$ cat src/sv/qalu_pkg.sv
// Shared types, operation and status codes, and the Hamilton product term tables
// for the quaternion ALU. No dependencies; every other file but qalu_if uses it.
`default_nettype none

package qalu_pkg;

	localparam int FRAC_BITS_DEF   = 28;
	localparam int QUEUE_DEPTH_DEF = 4;

	// Bit position at which the normalize path places the largest magnitude.
	localparam int SCALE_MSB   = 29;
	// One stage per root bit; the sum of squares stays below 2^62.
	localparam int SQRT_STEPS  = 31;

	localparam logic [1:0] OP_MUL  = 2'd0;
	localparam logic [1:0] OP_ADD  = 2'd1;
	localparam logic [1:0] OP_CONJ = 2'd2;
	localparam logic [1:0] OP_NORM = 2'd3;

	localparam logic [1:0] ST_OK   = 2'd0;
	localparam logic [1:0] ST_SAT  = 2'd1;
	localparam logic [1:0] ST_ZERO = 2'd2;

	// Product term t of result part c sits at index 4*c+t.
	localparam logic [1:0] PROD_A [16] = '{
		2'd0, 2'd1, 2'd2, 2'd3,
		2'd0, 2'd1, 2'd2, 2'd3,
		2'd0, 2'd2, 2'd3, 2'd1,
		2'd0, 2'd3, 2'd1, 2'd2};
	localparam logic [1:0] PROD_B [16] = '{
		2'd0, 2'd1, 2'd2, 2'd3,
		2'd1, 2'd0, 2'd3, 2'd2,
		2'd2, 2'd0, 2'd1, 2'd3,
		2'd3, 2'd0, 2'd2, 2'd1};
	localparam logic PROD_NEG [16] = '{
		1'b0, 1'b1, 1'b1, 1'b1,
		1'b0, 1'b0, 1'b0, 1'b1,
		1'b0, 1'b0, 1'b0, 1'b1,
		1'b0, 1'b0, 1'b0, 1'b1};

	// A classified request as it waits in the queue.
	typedef struct packed {
		logic [1:0]       op;
		logic [3:0][31:0] a;
		logic [3:0][31:0] b;
		logic [3:0][31:0] mag;
		logic [3:0]       neg;
		logic             zero;
	} qalu_item_t;

	// Returns {saturated, clamped value} for a 33-bit signed sum.
	function automatic logic [32:0] clamp33(input logic [32:0] v);
		logic sat;
		sat = v[32] ^ v[31];
		if (sat) begin
			return {1'b1, v[32] ? 32'h8000_0000 : 32'h7FFF_FFFF};
		end
		return {1'b0, v[31:0]};
	endfunction

endpackage

`default_nettype wire

$ cat src/sv/qalu_queue.sv
// Short queue between the front end and the arithmetic back end.
// Uses qalu_pkg for the item type.
`default_nettype none

module qalu_queue #(
	parameter int DEPTH = qalu_pkg::QUEUE_DEPTH_DEF
) (
	input  wire logic                 clk,
	input  wire logic                 arst_n,
	input  wire logic                 push,
	input  qalu_pkg::qalu_item_t      push_item,
	output logic                      full,
	input  wire logic                 pop,
	output logic                      head_valid,
	output qalu_pkg::qalu_item_t      head
);
	import qalu_pkg::*;

	localparam int PW = (DEPTH > 1) ? $clog2(DEPTH) : 1;
	localparam int CW = $clog2(DEPTH + 1);

	qalu_item_t       mem_q [DEPTH];
	logic [PW-1:0]    wr_ptr_q;
	logic [PW-1:0]    rd_ptr_q;
	logic [CW-1:0]    count_q;

	assign full       = (count_q == CW'(DEPTH));
	assign head_valid = (count_q != '0);
	assign head       = mem_q[rd_ptr_q];

	always_ff @(posedge clk) begin
		if (push) begin
			mem_q[wr_ptr_q] <= push_item;
		end
	end

	always_ff @(posedge clk or negedge arst_n) begin
		if (!arst_n) begin
			wr_ptr_q <= '0;
			rd_ptr_q <= '0;
			count_q  <= '0;
		end else begin
			if (push) begin
				wr_ptr_q <= (wr_ptr_q == PW'(DEPTH - 1)) ? '0 : wr_ptr_q + 1'b1;
			end
			if (pop) begin
				rd_ptr_q <= (rd_ptr_q == PW'(DEPTH - 1)) ? '0 : rd_ptr_q + 1'b1;
			end
			if (push && !pop) begin
				count_q <= count_q + 1'b1;
			end else if (pop && !push) begin
				count_q <= count_q - 1'b1;
			end
		end
	end

endmodule

`default_nettype wire

$ cat config.mk
export PLATFORM = sky130hd
export DESIGN_NAME = qalu_queue
export DESIGN_NICKNAME = d
export VERILOG_FILES = /design/src/sv/qalu_pkg.sv /design/src/sv/qalu_queue.sv
export SDC_FILE = /design/constraint.sdc
export NUM_CORES = 1
export LEC_CHECK = 0
export BUFFER_PORTS_ARGS = -buffer_cell sky130_fd_sc_hd__buf_2
export CAP_MARGIN = 30
export CORE_MARGIN = 2
export CORE_UTILIZATION = 49
export CTS_BUF_LIST = sky130_fd_sc_hd__clkbuf_4 sky130_fd_sc_hd__clkbuf_8
export DETAILED_ROUTE_END_ITERATION = 6
export PLACE_DENSITY_LB_ADDON = 0.05
export SYNTH_ARGS = -nofsm -noshare
export SYNTH_HDL_FRONTEND = slang
export SYNTH_SLANG_ARGS = --single-unit
export TNS_END_PERCENT = 50
$ cat constraint.sdc
create_clock -name clk -period 12.8 [get_ports clk]
set_clock_uncertainty 0.05 [all_clocks]
set_input_delay 1.92 -clock clk [delete_from_list [all_inputs] [get_ports clk]]
set_output_delay 1.92 -clock clk [all_outputs]
set_load 0.02 [all_outputs]
=== Word level (Yosys, flattened, before mapping) ===
Memories as Yosys holds them, arrays and structs flattened.
Cells that the tools add are included.

* Memories: 1
* Input port bits: 395
* Bits in registers: 7
* Output and inout bits: 393
* Memory bits (writable): 1564

* Equality and inequality tests: 3
* Add/sub/neg operators: 4
* Reduce and logical (&&, ||, !) cells: 6
* Mux-type cells: 6

{| class="wikitable"
|+ Memories
! memory !! words !! width !! read ports !! clocked after memory_dff !! wr ports !! line !! source
|-
| mem_q || 4 || 391 || 1 || 0 || 1 || qalu_queue.sv:22 || <nowiki>qalu_item_t mem_q [DEPTH];</nowiki>
|}

{| class="wikitable"
|+ Operators with widths
! operator !! number
|-
| two-way mux 3 bit || 2
|-
| adder 2 x 1 -> 2 bit, second input constant || 2
|-
| equality test 2 bit, second input constant || 2
|-
| two-way mux 2 bit || 2
|-
| adder 3 x 1 -> 3 bit, second input constant || 1
|-
| equality test 3 bit, second input constant || 1
|-
| nonzero test 3 bit || 1
|-
| subtractor 3 x 1 -> 3 bit, second input constant || 1
|-
| logical AND 1 bit || 2
|-
| logical NOT 1 bit || 2
|-
| two-way mux 1 bit || 2
|-
| nonzero test 2 bit || 1
|}

=== Longest topological paths before layout ===
* Depth after elaboration: 4
* Mapped depth: 7
* Gate-level depth less buffers: 7

=== Least setup slack after synthesis ===
No wires, ideal clock.

* Path kind: input to register
* From: input port push
* To: memory mem_q[2][0] (netlist name), enable pin
* Buffers on the path: 0
* Arrival: 10.715 ns
* Data required time: 11.947 ns
* Stages on the path: 1
* Setup slack: 1.233 ns
* Cells stage by stage: and2_1

* Word-level cells in the longest chain between the ends: 2

{| class="wikitable"
|+ Ends and longest elaborated chain
! item !! line !! source
|-
| start: declaration || qalu_queue.sv:10 || <nowiki>input wire logic push,</nowiki>
|-
| two-way mux 1 bit || qalu_queue.sv:32 || <nowiki>if (push) begin</nowiki>
|-
| two-way mux 1 bit (implied by the code) || qalu_queue.sv:33 || <nowiki>mem_q[wr_ptr_q] <= push_item;</nowiki>
|-
| end: declaration || qalu_queue.sv:22 ||
|}

Every way passes these cells.

==> flow_summary.ini <==
[global_route]
grtUsageTotal_pct = 21.64
grt_max_degree = 152
grt_busiest_layer = met2
grt_pass1_vias = 27720
grt_pass1_wl_mm = 186.5
grtUsageMet3_pct = 8.956
gr-usage-met1_pct = 24.57
antenna_found_initial = 95
overflow = 0
use_met2_pct = 36.36

[synthesis]
synthFlopType = edfxtp_1
synth_seq_area_share_pct = 82.67
synthAdderAreaFrac_pct = 0.1668
synth_top_area_cell = edfxtp_1
async_reset_ff_share_pct = 0.4456
synth_cell_types = 21
synth.area.mux_share_pct = 15.50
synth-simple-area-share_pct = 0.1009
yosysMostFrequentCell = edfxtp_1
syn_nets = 2482
synth_top_family_by_area = multiplexers
synth.cell_area_mm2 = 0.05702
ys_top_cells_by_area = edfxtp_1 (82%), mux4_2 (15%), buf_8 (0.79%)
ys_warn_count = 0
netlist_instances = 2080
ys_ff_latch = 1571
synth-xor-area-share_pct = 0.04608
post-synth-top-area-fraction_pct = 82.36
ys_top_cells_by_count = edfxtp_1 (1564), mux4_2 (391), buf_2 (41), buf_8 (30), buf_6 (9)
synth-edff-count = 1564
synth-compound-area-share_pct = 0.01755
postSynthAreaPerCell_um2 = 27.42

[placement]
dp_hpwl_mm = 79.98
globalplace.congestion = 0.7690
portBuffers = 787

[die]
die_h_um = 345.1
start_util_pct = 49.27
die-area_mm2 = 0.1191
num_io_pins = 788
std_cell_rows = 125
die_x_um = 345.1
core_region_area_mm2 = 0.1157

[clocking]
cts_hold_buf = 0
clock_latency_ns = 0.90
cts_setup_buffers = 0
root_buffer = clkbuf_8
cts_tree = built
cts_buffer_depth = 3
cts_buffers = 240
cts.sinks = 1571
ctsResizeCount = 0
htreeDepth = 4
cts.clk_slew.worst_paths_ns = 0.06

[sta]
hold_violations = 0
setup_violations = 0
maxSlewHeadroom_pct = 28.31
rsz0062_at_grt = no
max_freq_ghz = 0.1586
fin_crit_ns = 6.305
slew_violations = 0
worstMarginPinSlew_ns = 1.075
fin_crit_sh_pct = 49.26
finalSetupTns_ns = 0

[power]
p_leak_nw = 22.88
clockPowerShare_pct = 24.9
power_density_mw_per_mm2 = 234.9
ir_drop_v = 0.0001950
power.internal_mw = 10.61
p_seq_share_pct = 43.0
swShare_pct = 32.96
power_switching_mw = 5.214
p_comb_share_pct = 32.1
finalPower_mw = 15.82

[worst_setup_path]
path_cells = buf_4 -> buf_4 -> buf_16 -> mux4_2 -> buf_2
start_kind = flop
cp_max_fo = 40
crit_path_frequent_cell = buf_4
cp_slowest_cell = dfrtp_4
crit_required_ns = 10.83
arrival_ns = 4.33
slowest_delay_ns = 0.96
cp-end-kind = output pin
crit_type = reg2out

[route]
vias = 26240
finalWirelength_mm = 128.7
antenna_left = 0
drtIter0Drc = 1512
drt-pass1-iter-count = 5
via_per_inst = 5.460
remaining_drc_errors = 0
drt-wirelength-per-cell_um = 26.78

[final_layout]
drive_gt1_share_pct = 49.42
fill_cells = 8631
fin_util_pct = 58.20
areaGrowthSynthToFinish_pct = 18.13
nets = 3462

[worst_hold_path]
min_path_type = reg2reg

[run]
cap_viol_max_count = 0

[status]
outcome = completed
-- state kept, by name (all words and copies together), names as in the netlist --
name      count
wr_ptr_q      2
rd_ptr_q      2
mem_q      1564
count_q       3
-- final cells by class --
cell class / instances / area, µm² / area share (%)
antenna: 32 / 80.08 / 0.1189
clock buffer: 326 / 3955 / 5.871
clock inverter: 106 / 658.1 / 0.9770
inverter: 4 / 15.01 / 0.02229
multi-input combinational: 417 / 9039 / 13.42
sequential: 1571 / 47150 / 69.99
tap: 1524 / 1907 / 2.831
timing repair buffer: 826 / 4559 / 6.769
-- layer usage --
metal / wire, µm / up-vias
met2: 65980 / 925
met3: 11690 / 348
met5: 442 / -
li1: - / 11160
met4: 4825 / 70
met1: 45800 / 13740
-- worst paths after layout --
kind	startpoint	endpoint	slack, ns	depth (start not counted)
max	rd_ptr_q[0]$_DFFE_PN0P_	head[18]	6.50	5
min	count_q[2]$_DFFE_PN0P_	count_q[2]$_DFFE_PN0P_	0.44	1
max reg2reg	wr_ptr_q[0]$_DFFE_PN0P_	mem_q[2][148]$_DFFE_PP_	9.14	5
min reg2reg	count_q[2]$_DFFE_PN0P_	count_q[2]$_DFFE_PN0P_	0.44	1
max in group asynchronous	arst_n	rd_ptr_q[0]$_DFFE_PN0P_	11.70	1
min in group asynchronous	arst_n	wr_ptr_q[1]$_DFFE_PN0P_	0.80	1
-- cells by family (layout without fill, tap and decap cells) --
group                      Yosys count  in the layout
other                                0             32
xor gates and xnor gates             3              3
AOI/OAI and AO/OA                    2              2
muxes                              394            394
buffers and inverters               92           1262
DFF                               1571           1571
adders and majority gates            7              7
and+or+nand+nor                     11             11
-- cell usage in the layout (no fill, tap or decap), types with 3 or more instances in the layout --
cell type / netlist / final
mux2_2: 3 / 3
clkinv_1: 0 / 52
buf_12: 3 / 7
buf_4: 1 / 20
edfxtp_1: 1564 / 1564
buf_2: 41 / 787
buf_16: 0 / 12
diode_2: 0 / 32
clkbuf_8: 0 / 241
mux4_2: 391 / 391
and2_4: 0 / 4
clkinv_2: 0 / 35
dfrtp_1: 7 / 5
clkbuf_4: 0 / 85
clkinv_8: 0 / 5
clkinvlp_4: 0 / 7
bufinv_16: 0 / 4
nor2_1: 3 / 3
ha_1: 6 / 6
inv_1: 4 / 4
-- power by group through the flow --
stage	combinational, mW	sequential, mW	clock, mW
3_5_place_dp	5.17	6.93	0
4_1_cts	5.18	6.83	4.06
2_1_floorplan	3.54	7.18	0
6_report	5.07	6.81	3.94
5_1_grt	5.36	6.88	4.28
3_3_place_gp	5.12	6.89	0
-- metrics by stage --
stage	area, µm²	hold slack (ns)	setup slack [ns]	instances
2_1_floorplan	57020	0.3991	1.233	2080
3_3_place_gp	62340	0.4167	7.077	4330
3_5_place_dp	62560	0.4382	7.174	4338
4_1_cts	67170	0.4499	6.112	4770
5_1_grt	67320	0.4718	6.034	4788
6_report	67360	0.4410	6.495	4806
-- critical path: cells and delay by family (launching register included) --
| kind | cells | cell delay [ns] |
|---|---|---|
| DFF | 1 | 0.96 |
| buffers and inverters | 4 | 1.84 |
| muxes | 1 | 0.55 |
No activity file was read; power rests on OpenSTA's default activity.
