[src/sv/qalu_pkg.sv]
// Shared types, operation and status codes, and the Hamilton product term tables
// for the quaternion ALU. No dependencies; every other file but qalu_if uses it.
`default_nettype none

package qalu_pkg;

	localparam int FRAC_BITS_DEF   = 28;
	localparam int QUEUE_DEPTH_DEF = 4;

	// Bit position at which the normalize path places the largest magnitude.
	localparam int SCALE_MSB   = 29;
	// One stage per root bit; the sum of squares stays below 2^62.
	localparam int SQRT_STEPS  = 31;

	localparam logic [1:0] OP_MUL  = 2'd0;
	localparam logic [1:0] OP_ADD  = 2'd1;
	localparam logic [1:0] OP_CONJ = 2'd2;
	localparam logic [1:0] OP_NORM = 2'd3;

	localparam logic [1:0] ST_OK   = 2'd0;
	localparam logic [1:0] ST_SAT  = 2'd1;
	localparam logic [1:0] ST_ZERO = 2'd2;

	// Product term t of result part c sits at index 4*c+t.
	localparam logic [1:0] PROD_A [16] = '{
		2'd0, 2'd1, 2'd2, 2'd3,
		2'd0, 2'd1, 2'd2, 2'd3,
		2'd0, 2'd2, 2'd3, 2'd1,
		2'd0, 2'd3, 2'd1, 2'd2};
	localparam logic [1:0] PROD_B [16] = '{
		2'd0, 2'd1, 2'd2, 2'd3,
		2'd1, 2'd0, 2'd3, 2'd2,
		2'd2, 2'd0, 2'd1, 2'd3,
		2'd3, 2'd0, 2'd2, 2'd1};
	localparam logic PROD_NEG [16] = '{
		1'b0, 1'b1, 1'b1, 1'b1,
		1'b0, 1'b0, 1'b0, 1'b1,
		1'b0, 1'b0, 1'b0, 1'b1,
		1'b0, 1'b0, 1'b0, 1'b1};

	// A classified request as it waits in the queue.
	typedef struct packed {
		logic [1:0]       op;
		logic [3:0][31:0] a;
		logic [3:0][31:0] b;
		logic [3:0][31:0] mag;
		logic [3:0]       neg;
		logic             zero;
	} qalu_item_t;

	// Returns {saturated, clamped value} for a 33-bit signed sum.
	function automatic logic [32:0] clamp33(input logic [32:0] v);
		logic sat;
		sat = v[32] ^ v[31];
		if (sat) begin
			return {1'b1, v[32] ? 32'h8000_0000 : 32'h7FFF_FFFF};
		end
		return {1'b0, v[31:0]};
	endfunction

endpackage

`default_nettype wire

[src/sv/qalu_if.sv]
// Valid/ready channel interfaces for the quaternion ALU requests and results.
// No dependencies.
`default_nettype none

interface qalu_req_if;
	logic        valid;
	logic        ready;
	logic [1:0]  req_type;
	logic [31:0] a_scalar;
	logic [31:0] a_i;
	logic [31:0] a_j;
	logic [31:0] a_k;
	logic [31:0] b_scalar;
	logic [31:0] b_i;
	logic [31:0] b_j;
	logic [31:0] b_k;

	modport source (output valid, req_type, a_scalar, a_i, a_j, a_k,
		b_scalar, b_i, b_j, b_k, input ready);
	modport sink (input valid, req_type, a_scalar, a_i, a_j, a_k,
		b_scalar, b_i, b_j, b_k, output ready);
endinterface


`default_nettype wire

[src/sv/qalu_front.sv]
// Request front end: takes beats from the request channel, works out signs,
// magnitudes and the zero case, and pushes them into the queue. Uses qalu_pkg.
`default_nettype none

module qalu_front (
	qalu_req_if.sink          req,
	input  wire logic         full,
	output logic              push,
	output qalu_pkg::qalu_item_t item
);
	import qalu_pkg::*;

	logic [3:0][31:0] a_w;

	assign a_w       = {req.a_k, req.a_j, req.a_i, req.a_scalar};
	assign req.ready = ~full;
	assign push      = req.valid & ~full;

	always_comb begin
		item      = '0;
		item.op   = req.req_type;
		item.a    = a_w;
		item.b    = {req.b_k, req.b_j, req.b_i, req.b_scalar};
		for (int c = 0; c < 4; c++) begin
			item.neg[c] = a_w[c][31];
			// The most negative part gives 2^31, which still fits unsigned.
			item.mag[c] = a_w[c][31] ? (32'd0 - a_w[c]) : a_w[c];
		end
		item.zero = (a_w == '0);
	end

endmodule

`default_nettype wire

[src/flat_wrapper.sv]
// flat-port wrapper written by rule: the top's interface ports become plain ports
module qalu_front_flat import qalu_pkg::*;
  (full, push, item, req_valid, req_req_type, req_a_scalar, req_a_i, req_a_j, req_a_k, req_b_scalar, req_b_i, req_b_j, req_b_k, req_ready);
  qalu_req_if req_i ();
  input  wire logic full;
  output logic push;
  output qalu_pkg::qalu_item_t item;
  input wire logic [$bits(req_i.valid)-1:0] req_valid;
  input wire logic [$bits(req_i.req_type)-1:0] req_req_type;
  input wire logic [$bits(req_i.a_scalar)-1:0] req_a_scalar;
  input wire logic [$bits(req_i.a_i)-1:0] req_a_i;
  input wire logic [$bits(req_i.a_j)-1:0] req_a_j;
  input wire logic [$bits(req_i.a_k)-1:0] req_a_k;
  input wire logic [$bits(req_i.b_scalar)-1:0] req_b_scalar;
  input wire logic [$bits(req_i.b_i)-1:0] req_b_i;
  input wire logic [$bits(req_i.b_j)-1:0] req_b_j;
  input wire logic [$bits(req_i.b_k)-1:0] req_b_k;
  output wire logic [$bits(req_i.ready)-1:0] req_ready;
  assign req_i.valid = req_valid;
  assign req_i.req_type = req_req_type;
  assign req_i.a_scalar = req_a_scalar;
  assign req_i.a_i = req_a_i;
  assign req_i.a_j = req_a_j;
  assign req_i.a_k = req_a_k;
  assign req_i.b_scalar = req_b_scalar;
  assign req_i.b_i = req_b_i;
  assign req_i.b_j = req_b_j;
  assign req_i.b_k = req_b_k;
  assign req_ready = req_i.ready;
  qalu_front u_core (.req(req_i), .full(full), .push(push), .item(item));
endmodule
[config.mk]
export PLATFORM = sky130hd
export DESIGN_NAME = qalu_front_flat
export DESIGN_NICKNAME = d
export VERILOG_FILES = /design/src/sv/qalu_pkg.sv /design/src/sv/qalu_if.sv /design/src/sv/qalu_front.sv /design/src/flat_wrapper.sv
export SDC_FILE = /design/constraint.sdc
export NUM_CORES = 1
export LEC_CHECK = 0
export ABC_AREA = 1
export BUFFER_PORTS_ARGS = -buffer_cell sky130_fd_sc_hd__buf_2
export CORE_AREA = 2 2 252 254
export DETAILED_ROUTE_END_ITERATION = 7
export DIE_AREA = 0 0 254 256
export PLACE_DENSITY = 0.38
export SYNTH_ARGS = -nofsm -noshare
export SYNTH_HDL_FRONTEND = slang
export SYNTH_SLANG_ARGS = --single-unit
[constraint.sdc]
create_clock -name vclk -period 1.7
set_clock_uncertainty 0.15 [all_clocks]
set_input_delay 0.255 -clock vclk [all_inputs]
set_output_delay 0.255 -clock vclk [all_outputs]
set_load 0.01 [all_outputs]
* Yosys cells after proc, flatten, opt, wreduce, memory -nomap -nowiden
Cells that the tools add are included. Widths: inputs -> output; s select.
Storage, ports and cells: register bits 0, bits of input ports 260, output and inout bits 393, word-level logic and storage cells 11
Operators by class: add/subtract/negate cells 4, mux-type cells 4, bitwise logic cells 2, reduce and logical (&&, ||, !) cells 1
Operators with widths (number):
- $logic_not 128->1 | 1
- $mux 32 | 4
- $sub 1x32->32 const A | 4
- $and 1x1->1 | 1
- $not 1->1 | 1

* Logic depth before layout (Yosys ltp)
Gate-level depths: netlist of the first run.
depth after elaboration 2, mapped depth 9, gate-level depth less buffers 9

* Worst setup path before layout of the first run
No wires, ideal clock.
path kind input to output, from input port req_a_j[0], to output port item[83] in the netlist's numbering, arrival time 1.162 ns, data required time 1.295 ns, slack 0.133 ns, stages on the path 6, buffers on the path 0, cells stage by stage inv_1 -> ha_1 -> nand2_1 -> o21ai_0 -> o21ai_0 -> xor2_1
RTL lines:
- start: declaration | line flat_wrapper.sv:12 | input wire logic [$bits(req_i.a_j)-1:0] req_a_j;
- end: declaration | line flat_wrapper.sv:7 | output qalu_pkg::qalu_item_t item;

==> metrics list, run 1 <==
* Outcome: finished with violations
- Failing checks: negative setup slack
* Cell area after layout: 0.01393 mm²
- The cell count after synthesis came out at 1,200.
- Critical path's most frequent cell: nor2_4
- At the placement stage, the worst setup path has a slack of -0.8557 ns.
- CLK BUF: 0
* Part of the Yosys area used for sequential elements: 0
- Final worst-path cycle share: 1.100
* M2 GR Usage: 0.2190
* Total die area: 0.06502 mm²
- In this design, the largest share of critical-path delay is due to simple AND/OR/NAND/NOR gates.
- For this run, the top clock speed supported by timing is roughly 0.53 GHz.
* GR Layer Usage met3: 0.02248
* Largest vdd supply drop: 112.0 µV
* Max-slew violation total from the final report: 0
- The worst hold path belongs to the class primary input to output pin.
- Of the cells placed in the final design, the portion with a size suffix greater than 1 is 0.7338.
* Final sequential cell count: 0
* Register area: 0 µm²
- Post-detail-place hpwl: 34.59 mm
- In the layout the commonest cells are 263 x buf_4, 257 x buf_2, 208 x buf_6, 205 x nand2_1, 172 x nor2_4.
- Antenna violations before repair: 0
* # rows: 92
- After filler insertion, the fill cell instance count of the layout stands at 7,120.
* Hold buffers post-CTS: 0
- The largest single stage delay on the critical path is 0.19 ns.
* Kind of launch point of the worst setup path: primary input
- Count of cells along the worst hold path: 0
- The congestion estimate from routability-driven global placement came to between 0.8 and 0.9.
- Setup violations remaining at the end of the flow were counted as 73.
* Shortest period the worst path allows: 1.870 ns
- STA puts the critical path data required time at 1.29 ns.
- Count of max-cap constraint violations: 0
- After detailed routing, the number of remaining DRC violations is 0.
- After detailed routing, the number of vias per cell comes to 3.503.
- In this run the horizontal extent of the chip is 254 µm.
* Antenna Diode Count: 0
- Post-detailed-placement cell area: between 0.009 and 0.01 mm²
- Summing all multi-input logic gate instances after layout gives a little over 0.006 mm².
- Die height: around 260 µm
- Total nets after synthesis: 1,464
- Most common cell after layout, fill and taps aside: buf_4
* Post-Route WL: slightly above 40 mm
* Drt wl/cell: 15.97 µm
- Global routing finished with a remaining overflow of 0.
- The floorplan step defined a core boundary enclosing 0.06239 mm².
* Average cell area after synthesis: 5.177 µm²
- Worst max-slew margin expressed relative to the limit: 0.7977
* Unrepaired setup endpoints after global routing: true
* Remaining antenna violation count after routing: 0
* Final hold vios: 0
* Largest fanout on the critical path: 5
- In the post-route analysis, the smallest setup slack over all paths is -0.1697 ns.
* Overall track demand over capacity in global routing: 0.1149
- The final layout contains 1,949 nets.
- Met1 track utilization from global routing: 0.1313
* Area grow syn2layout: 124.2%
* CP Data Arrival Time: 1.46 ns
- Dividing total power by cell area gives a power density of between 200 and 300 mW/mm².
- In this run the tool buffered the top-level ports with 393 buffer cells.
- The analysis attributes to cell leakage a power of 6.672 nW.
- The via count of the first global-routing pass is 8,764.
- Routing layer with the top usage in global route: met2
* Power, Total: roughly 0.0035 W
- Number of violations reported at the end of detailed-routing iteration 0: approximately 230
* Critical path depth in cells: 11
- Maximum number of pins on one net before global-route repair: 20
- The initial utilization of the core area, before any placement, comes to 0.09957.
* Buf/Inv on CP: 3
- Traced cell by cell, the critical path runs through buf_8, buf_6, nor2_4, nand2_2, nor2_4, nor2_4, nor2_4, nand2_1, nand2_1, nand2_1, buf_6.
- Yosys mapped the design onto 23 distinct sky130hd cell types.
- For the pin with the worst max-slew slack, the measured transition is 0.3024 ns.
- Among all stages on the critical path, the largest delay is contributed by nor2_4.
- Synthesized area: 0.006212 mm²
- For this run, the detailed router's first-pass iteration total came to 4.
- Summing over every cut layer, the via total after detailed routing is roughly 8,900.
* Total number of yosys warnings: 0
- The worst setup path is captured at an output pin.
* Global-route wire length before repair: 56.44 mm
- Number of top-level pins: around 650
* WS Path Type: primary input to output pin
-- cell type report --
type,count,share of cell area
multi-input combinational,814,0.4457
timing repair buffer,765,0.4457
inverter,104,0.03252
tap,846,0.07600
-- power breakdown --
group | internal, W | total, W | switching (W) | leakage [nW]
logic | 0.00171 | 0.00352 | 0.00181 | 6.67
registers | 0 | 0 | 0 | 0
clock network | 0 | 0 | 0 | 0
-- per-stage QoR --
| stage | utilization | hold slack, ns | std cells | setup TNS, ns |
|---|---|---|---|---|
| finish | 0.2232 | 0.3600 | 2529 | -5.142 |
| detailed placement | 0.1491 | 0.3601 | 2444 | -24.17 |
| global placement | 0.1491 | 0.3601 | 2444 | -24.19 |
| floorplan | - | 0.4035 | 1200 | 0 |
| global route | 0.2232 | 0.3600 | 2529 | -11.53 |
| CTS | 0.1955 | 0.3601 | 2488 | -6.195 |
-- synthesized netlist by cell type --
cell type | number | share of area
nand2_2 | 1 | 0.0010
o211ai_1 | 3 | 0.0036
nand3_1 | 58 | 0.047
inv_2 | 1 | 0.00060
inv_1 | 100 | 0.060
ha_1 | 4 | 0.0081
nor2_1 | 207 | 0.13
o21ai_0 | 51 | 0.041
o21ai_1 | 3 | 0.0024
a21oi_1 | 7 | 0.0056
nand2_1 | 374 | 0.23
nand4_1 | 4 | 0.0040
nor3_1 | 4 | 0.0032
xor2_1 | 21 | 0.030
buf_6 | 6 | 0.011
clkbuf_1 | 3 | 0.0018
xnor2_1 | 32 | 0.045
nor2_4 | 9 | 0.016
inv_4 | 3 | 0.0030
nand3b_1 | 6 | 0.0073
nor2_2 | 30 | 0.030
buf_2 | 5 | 0.0040
buf_4 | 268 | 0.32
-- path summary, 6_finish.rpt --
path | start | end | slack, ns
worst min-delay path | req_b_i[31] | item[196] | 0.36
worst max-delay path | req_a_scalar[3] | item[22] | -0.17
-- metal layers --
metal | vias to the layer above | routed length [µm]
li1 | 4379 | -
met1 | 4030 | 15670
met2 | 371 | 20930
met3 | 80 | 2806
met4 | 0 | 981
met5 | - | 0
-- repair_timing --
item / CTS / global route
hold endpoints to repair: 0 / 0
setup endpoints to repair: 111 / 110
pin swaps: 237 / 251
setup buffers: 50 / 46
resized for setup: 735 / 393
-- cells by family (layout without fill, tap and decap cells) --
group | Yosys count | count (layout) | synth area share
buffers and inverters | 386 | 869 | 0.4046
and+or+nand+nor | 693 | 693 | 0.4598
AOI/OAI and AO/OA | 64 | 64 | 0.05277
adders and majority gates | 4 | 4 | 0.008057
xor gates and xnor gates | 53 | 53 | 0.07472
(Power assumes the default switching activity.)
==> run 2: changes to the inputs <==
--- a/config.mk
+++ b/config.mk
@@ -13,2 +13,3 @@
 export PLACE_DENSITY = 0.38
+export REMOVE_ABC_BUFFERS = 1
 export SYNTH_ARGS = -nofsm -noshare
--- a/constraint.sdc
+++ b/constraint.sdc
@@ -4,2 +4,2 @@
 set_output_delay 0.255 -clock vclk [all_outputs]
-set_load 0.01 [all_outputs]
+set_load 0.05 [all_outputs]
==> metrics list, run 2 (synthesis gave the netlist of run 1 again) <==
- Antenna violations before repair: 0 (unchanged)
* Final setup violation count: 102 (+40%)
- Shortest period the worst path allows: 1.902 ns (+0.03182 ns)
- The total global routing overflow was 0 (unchanged).
- The data arrival time of the worst path came to 1.50 ns (+0.04 ns).
- The slew at the pin closest to its max-slew limit was 0.3809 ns (+0.07853 ns).
- The DRC violation count after routing is 0 (unchanged).
- Net switching fraction of the power: 0.6220 (+0.1069)
- The final worst-path setup slack came to -0.2015 ns (-0.03182 ns).
- Max Fclk: 0.5259 GHz (-1.7%)
- The top cell types in the final layout, fill and taps aside, are 280 x buf_4, 205 x nand2_1, 196 x buf_2, 186 x buf_6, 161 x nor2_4.
- Final sequential cell count: 0 (unchanged)
* Layout filler cell count: 7,066 (-0.76%)
- Placed cells: 2,456 (+0.49%)
- Count of max-cap constraint violations: 0 (unchanged)
- The detailed-router iteration count before antenna repair is 5 (+1).
* Total die area: 0.06502 mm² (unchanged)
- The final reports fail on negative setup slack.
- Unrepaired setup endpoints after global routing: true
* Layout Utilization: 0.2276 (+0.004392)
- Largest fanout on the critical path: 5 (unchanged)
- The flow ran to the end, but the final reports show violations.
- The switching power came to 0.003204 W (+77%).
* Buffers on Ports: 393 (unchanged)
* Number of top-level pins: 653 (unchanged)
* Post-detailed-placement cell area: 0.01006 mm² (+8.1%)
- The clock share of power came to 0 (unchanged).
* Sum of negative setup slack: -9.969 ns (-4.827 ns)
* Post-Route WL: 68.46 mm (+70%)
* Type of the most critical hold path: primary input to output pin
- Combinational Power Share: 1.000 (about the same)
- The post-route clock period utilization is 1.119 (+0.01872).
- The area inside the core boundary was 0.06239 mm² (unchanged).
- The net count reported at finish came to 1,926 (-1.2%).
* Max-slew violation total from the final report: 0 (unchanged)
- The combined global-route utilization of all metal layers was 0.1983 (+0.08344).
- Area grow syn2layout: 128.6%
- The power share of the sequential group came to 0 (unchanged).
* Vias in the first global route: 8,758 (-0.068%)
* Register area: 0 µm² (unchanged)
- Required time reported for the critical path endpoint: 1.29 ns (about the same)
- Drt wl/cell: 27.32 µm (+71%)
- The number of standard cells in the final layout excluding fillers came to 2,506 (-0.91%).
- The peak supply drop came to 248.7 µV (+120%).
- The power after layout was 0.005151 W (+46%).
- The total internal power is 0.001947 W (+14%).
- Worst max-slew margin expressed relative to the limit: 0.7434 (-0.05430)
- The mean number of vias per cell is 3.730 (+6.5%).
- Antenna Diode Count: 0 (unchanged)
- Power per standard cell area: 362.7 mW/mm² (+44%)
- The library cell used most frequently in the layout, excluding fill and tap cells, is buf_4.
- The total number of vias is 9,347 (+5.5%).
- The proportion of layout cells with a drive suffix above 1 came to 0.7313 (-0.002483).
- Remaining antenna violation count after routing: 0 (unchanged)
- The number of standard-cell rows in the floorplan came to 92 (unchanged).
- STA classifies the critical path startpoint as a primary input.
* Leakage component of the power: 6.619 nW (-0.80%)
- The maximum number of pins on one net before global-route repair was 21 (+5.0%).
* Number of violations reported at the end of detailed-routing iteration 0: 438 (+95%)
- Die X-Extent: 254 µm (unchanged)
* Global-route wire length before repair: 85.37 mm (+51%)
- Weighted congestion reported at the end of routability-driven placement: 0.9575 (+16%)
- Initial core utilization: 0.09957 (unchanged)
* Type of destination of the critical path: output pin
* CLK BUF: 0 (unchanged)
- The die outline height was 256 µm (unchanged).
* Cell area after layout: 0.01420 mm² (+2.0%)
- WS Path Type: primary input to output pin
* Final hold vios: 0 (unchanged)
- Post-detail-place hpwl: 61.32 mm (+77%)
run 2: cell count changes in the layout (fill, tap and decap cells not counted), sizes merged:
cell,change
buf,-25
clkbuf,+1
clkinv,-2
inv,+3
run 2: worst paths after layout:
check  startpoint        end  slack, ns  cells after the start
max    req_a_k[1]  item[110]      -0.20                      9
min    req_b_i[0]  item[165]       0.36                      0
run 2: timing repair:
item / in CTS / in global routing
pin swaps: 237 / 213
setup endpoints to repair: 118 / 116
resized for setup: 812 / 301
buffers inserted: 41 / 27
endpoints found under the hold margin: 0 / 0
gates cloned: 1 / 0
hold buffers: 0 / 0
run 2: through the flow:
step	hold slack [ns]	setup slack (ns)
finish	0.3605	-0.2015
global route	0.3604	-0.2748
global placement	0.3611	-0.9326
detailed placement	0.3611	-0.9077
CTS	0.3611	-0.2107
floorplan	0.3600	-0.5057
run 2: cell type report:
class              count  area (µm²)  area share
inverters            104       445.4     0.03136
multi-input cells    814        6106      0.4299
well taps            846        1059     0.07453
repair buffers       741        6586      0.4637
repair inverters       1       6.256   0.0004405
run 2: power groups by stage:
| stage | clock (W) | combinational, W | sequential, W |
|---|---|---|---|
| floorplan | 0 | 0.00161 | 0 |
| global placement | 0 | 0.00414 | 0 |
| detailed placement | 0 | 0.00413 | 0 |
| CTS | 0 | 0.00488 | 0 |
| global route | 0 | 0.00539 | 0 |
| finish | 0 | 0.00515 | 0 |
run 2: critical path: stages:
cell     delay (ns)
buf_8          0.10
buf_6          0.11
nor2_4         0.08
nand2_2        0.08
nor2_4         0.19
nor2_4         0.09
nor2_4         0.21
xnor2_1        0.16
buf_4          0.22
run 2: metal layers:
metal  share of wire  track usage  vias up
li1                -            -     4323
met1            0.30       0.1707     4187
met2            0.42       0.2974      769
met3            0.25       0.2370       50
met4           0.012      0.01291       18
met5           0.016       0.1226        -
==> run 3: changes to the inputs <==
Settings changed: ABC_AREA 1 to default, CORE_AREA 2 2 252 254 to 2 2 257 259, DIE_AREA 0 0 254 256 to 0 0 259 261, PLACE_DENSITY 0.38 to 0.35.
==> metrics list, run 3 <==
* Synth unique cells: 40 (+74%)
- Area share of the largest cell type after synthesis: 0.4139 (+0.09003)
- The relative slew slack was 0.6712 (-0.07222).
- Die X-Extent: 259 µm (+2.0%)
* Synth area leader: buf_4
- Layout net count: 1,378 (-28%)
- The area growth from synthesis to layout is 153.2%.
* Number of violations reported at the end of detailed-routing iteration 0: 302 (-31%)
* WS Path Type: primary input to output pin
* Final worst-path cycle share: 1.490 (+0.3710)
* GRT overflow: 0 (unchanged)
- The I/O pin count came to 653 (unchanged).
- Slowest cell delay on critical path: 0.61 ns (+0.39 ns)
* Part of the Yosys area used for sequential elements: 0 (unchanged)
* Average vias per placed instance: 3.540 (-5.1%)
- Weighted congestion reported at the end of routability-driven placement: 0.9139 (-4.6%)
- The count of endpoints failing hold in the final timing report came to 0 (unchanged).
* Final sequential cell count: 0 (unchanged)
- The starting utilization of the core area is 0.07418 (-0.02539).
- Iteration count of the initial detailed-routing pass: 4 (-1)
- The die outline height came to 261 µm (+2.0%).
- Global-route wire length before repair: 71.93 mm (-16%)
- Cell count after synthesis: 671 (-44%)
- The count of port buffers added during placement was 393 (unchanged).
- The critical path ends at item[0].
- The combined global-route utilization of all metal layers was 0.1610 (-0.03728).
- Failing checks: negative setup slack
* Most common cell after layout, fill and taps aside: buf_4
- The maximum achievable frequency is 0.3949 GHz (-25%).
* Required time reported for the critical path endpoint: 1.29 ns (about the same)
- Maximum number of pins on one net before global-route repair: 35 (+67%)
* Commonest cells post-synth: 266 x buf_4, 111 x xnor2_1, 42 x o31ai_1
* Post-detail-place hpwl: 49.71 mm (-19%)
- Remaining antenna violation count after routing: 0 (unchanged)
- STA classifies the critical path endpoint as an output pin.
- Synthesized area: 0.004825 mm² (-22%)
- The via count of the first global-routing pass came to 6,894 (-21%).
- Type of the most critical hold path: primary input to output pin
- The final setup violation count is 107 (+4.9%).
- By area the synthesized netlist is led by buf_4 41%, xnor2_1 20%, o31ai_1 6.5%.
* Fin worst setup slack: -0.8322 ns (-0.6307 ns)
- The maximum fanout count along the critical path was 2 (-3).
* Average cell area after synthesis: 7.190 µm² (+39%)
- The number of max-slew violations in the final report came to 0 (unchanged).
* Largest vdd supply drop: 226.3 µV (-9.0%)
- Layout cells sized above 1: 0.8642 (+0.1329)
- The count of maximum capacitance violations was 0 (unchanged).
* Leakage component of the power: 5.266 nW (-20%)
- Total vias in the final route: 7,006 (-25%)
- Setup repair after global routing could not meet its margin everywhere.
- Antenna violations before repair: 5 (+5)
- The data arrival time of the worst path is 2.13 ns (+0.63 ns).
- The total die area is 0.06760 mm² (+4.0%).
* Dominant cell by count in the synthesized netlist: buf_4
- Drt wl/cell: 29.57 µm (+8.2%)
- Count of unresolved DRC violations after routing: 0 (unchanged)
- Top library cells by usage in the layout, fill and taps aside: 282 x buf_4, 232 x buf_2, 152 x buf_6, 82 x xnor2_1, 38 x o31ai_4
* Critical path depth in cells: 7 (-2)
- CP Cell Sequence: buf_6, or4_4, nand2b_4, or4b_4, nor4_4, buf_4, buf_12
* Pre-CTS setup slack: -1.256 ns (-0.3487 ns)
* Family with the most delay on the worst path: simple AND/OR/NAND/NOR gates
* Power, Total: 0.004536 W (-12%)
- The most critical setup path has its startpoint at req_a_i[23].
- The area of all sequential standard cells came to 0 µm² (unchanged).
- Buf/Inv on CP: 3 (unchanged)
- The number of standard-cell rows in the floorplan is 94 (+2.2%).
* Total number of yosys warnings: 0 (unchanged)
- Power per standard cell area: 371.3 mW/mm² (+2.4%)
- The layout clock buffer count is 0 (unchanged).
- Post-Route WL: 58.51 mm (-15%)
* Area inside the core boundary: 0.06504 mm² (+4.2%)
- Pin slew with the least headroom to its limit: 0.4888 ns (+0.1079 ns)
- Shortest period the worst path allows: 2.532 ns (+0.6307 ns)
- The run finished, with violations left.
* Kind of launch point of the worst setup path: primary input
- Post-route worst hold slack: 0.3604 ns (-0.00009300 ns)
- Layout Utilization: 0.1878 (-0.03981)
- Among all stages on the critical path, the largest delay is contributed by or4b_4.
-- run 3: final cells by class --
class | count | area [µm²]
inverters | 16 | 93.84
diodes | 3 | 7.507
fillers | 7267 | 52820
repair buffers | 722 | 6051
multi-input cells | 374 | 4984
well taps | 864 | 1081
-- run 3: stage by stage --
step           area [µm²]  TNS [ns]  cells
4_1_cts             10800    -46.78   1929
2_1_floorplan        2770    -48.57    390
3_3_place_gp         7953    -74.86   1891
6_report            12220    -47.55   1979
3_5_place_dp         7953    -75.04   1891
5_1_grt             12210    -55.80   1977
-- run 3: routing by layer --
metal | share of wire | GRT usage
met1 | 0.31 | 0.1412
met2 | 0.40 | 0.2273
met3 | 0.25 | 0.1974
met4 | 0.014 | 0.01718
met5 | 0.022 | 0.1382
-- run 3: power by group --
| group | switching, W | leakage [nW] | internal [W] |
|---|---|---|---|
| clock network | 0 | 0.0000190 | 0.000000000236 |
| registers | 0 | 0 | 0 |
| logic | 0.00289 | 5.27 | 0.00165 |
| total | 0.00289 | 5.27 | 0.00165 |
-- run 3: timing repair --
action | in CTS | in global routing
setup endpoints to repair | 119 | 121
buffers inserted | 49 | 59
pin swaps | 137 | 158
gates cloned | 0 | 2
hold buffers | 0 | 0
resized for setup | 568 | 214
-- run 3: worst min path at each step --
stage	start	to	slack, ns	cells past startpoint
global route	req_b_scalar[20]	item[153]	0.36	0
floorplan	req_a_k[0]	item[101]	0.36	0
global placement	req_b_i[0]	item[165]	0.36	0
finish	req_b_i[0]	item[165]	0.36	0
CTS	req_b_i[0]	item[165]	0.36	0
detailed placement	req_b_i[0]	item[165]	0.36	0
-- run 3: cells by family (layout without fill, tap and decap cells) --
logic type,after synthesis,after routing,share of synthesized area
simple gates,153,153,0.1929
fa+ha+maj,4,4,0.01037
xor+xnor,116,116,0.2106
compound gates,101,101,0.1478
buf+inv,297,738,0.4383
other cells,0,3,0
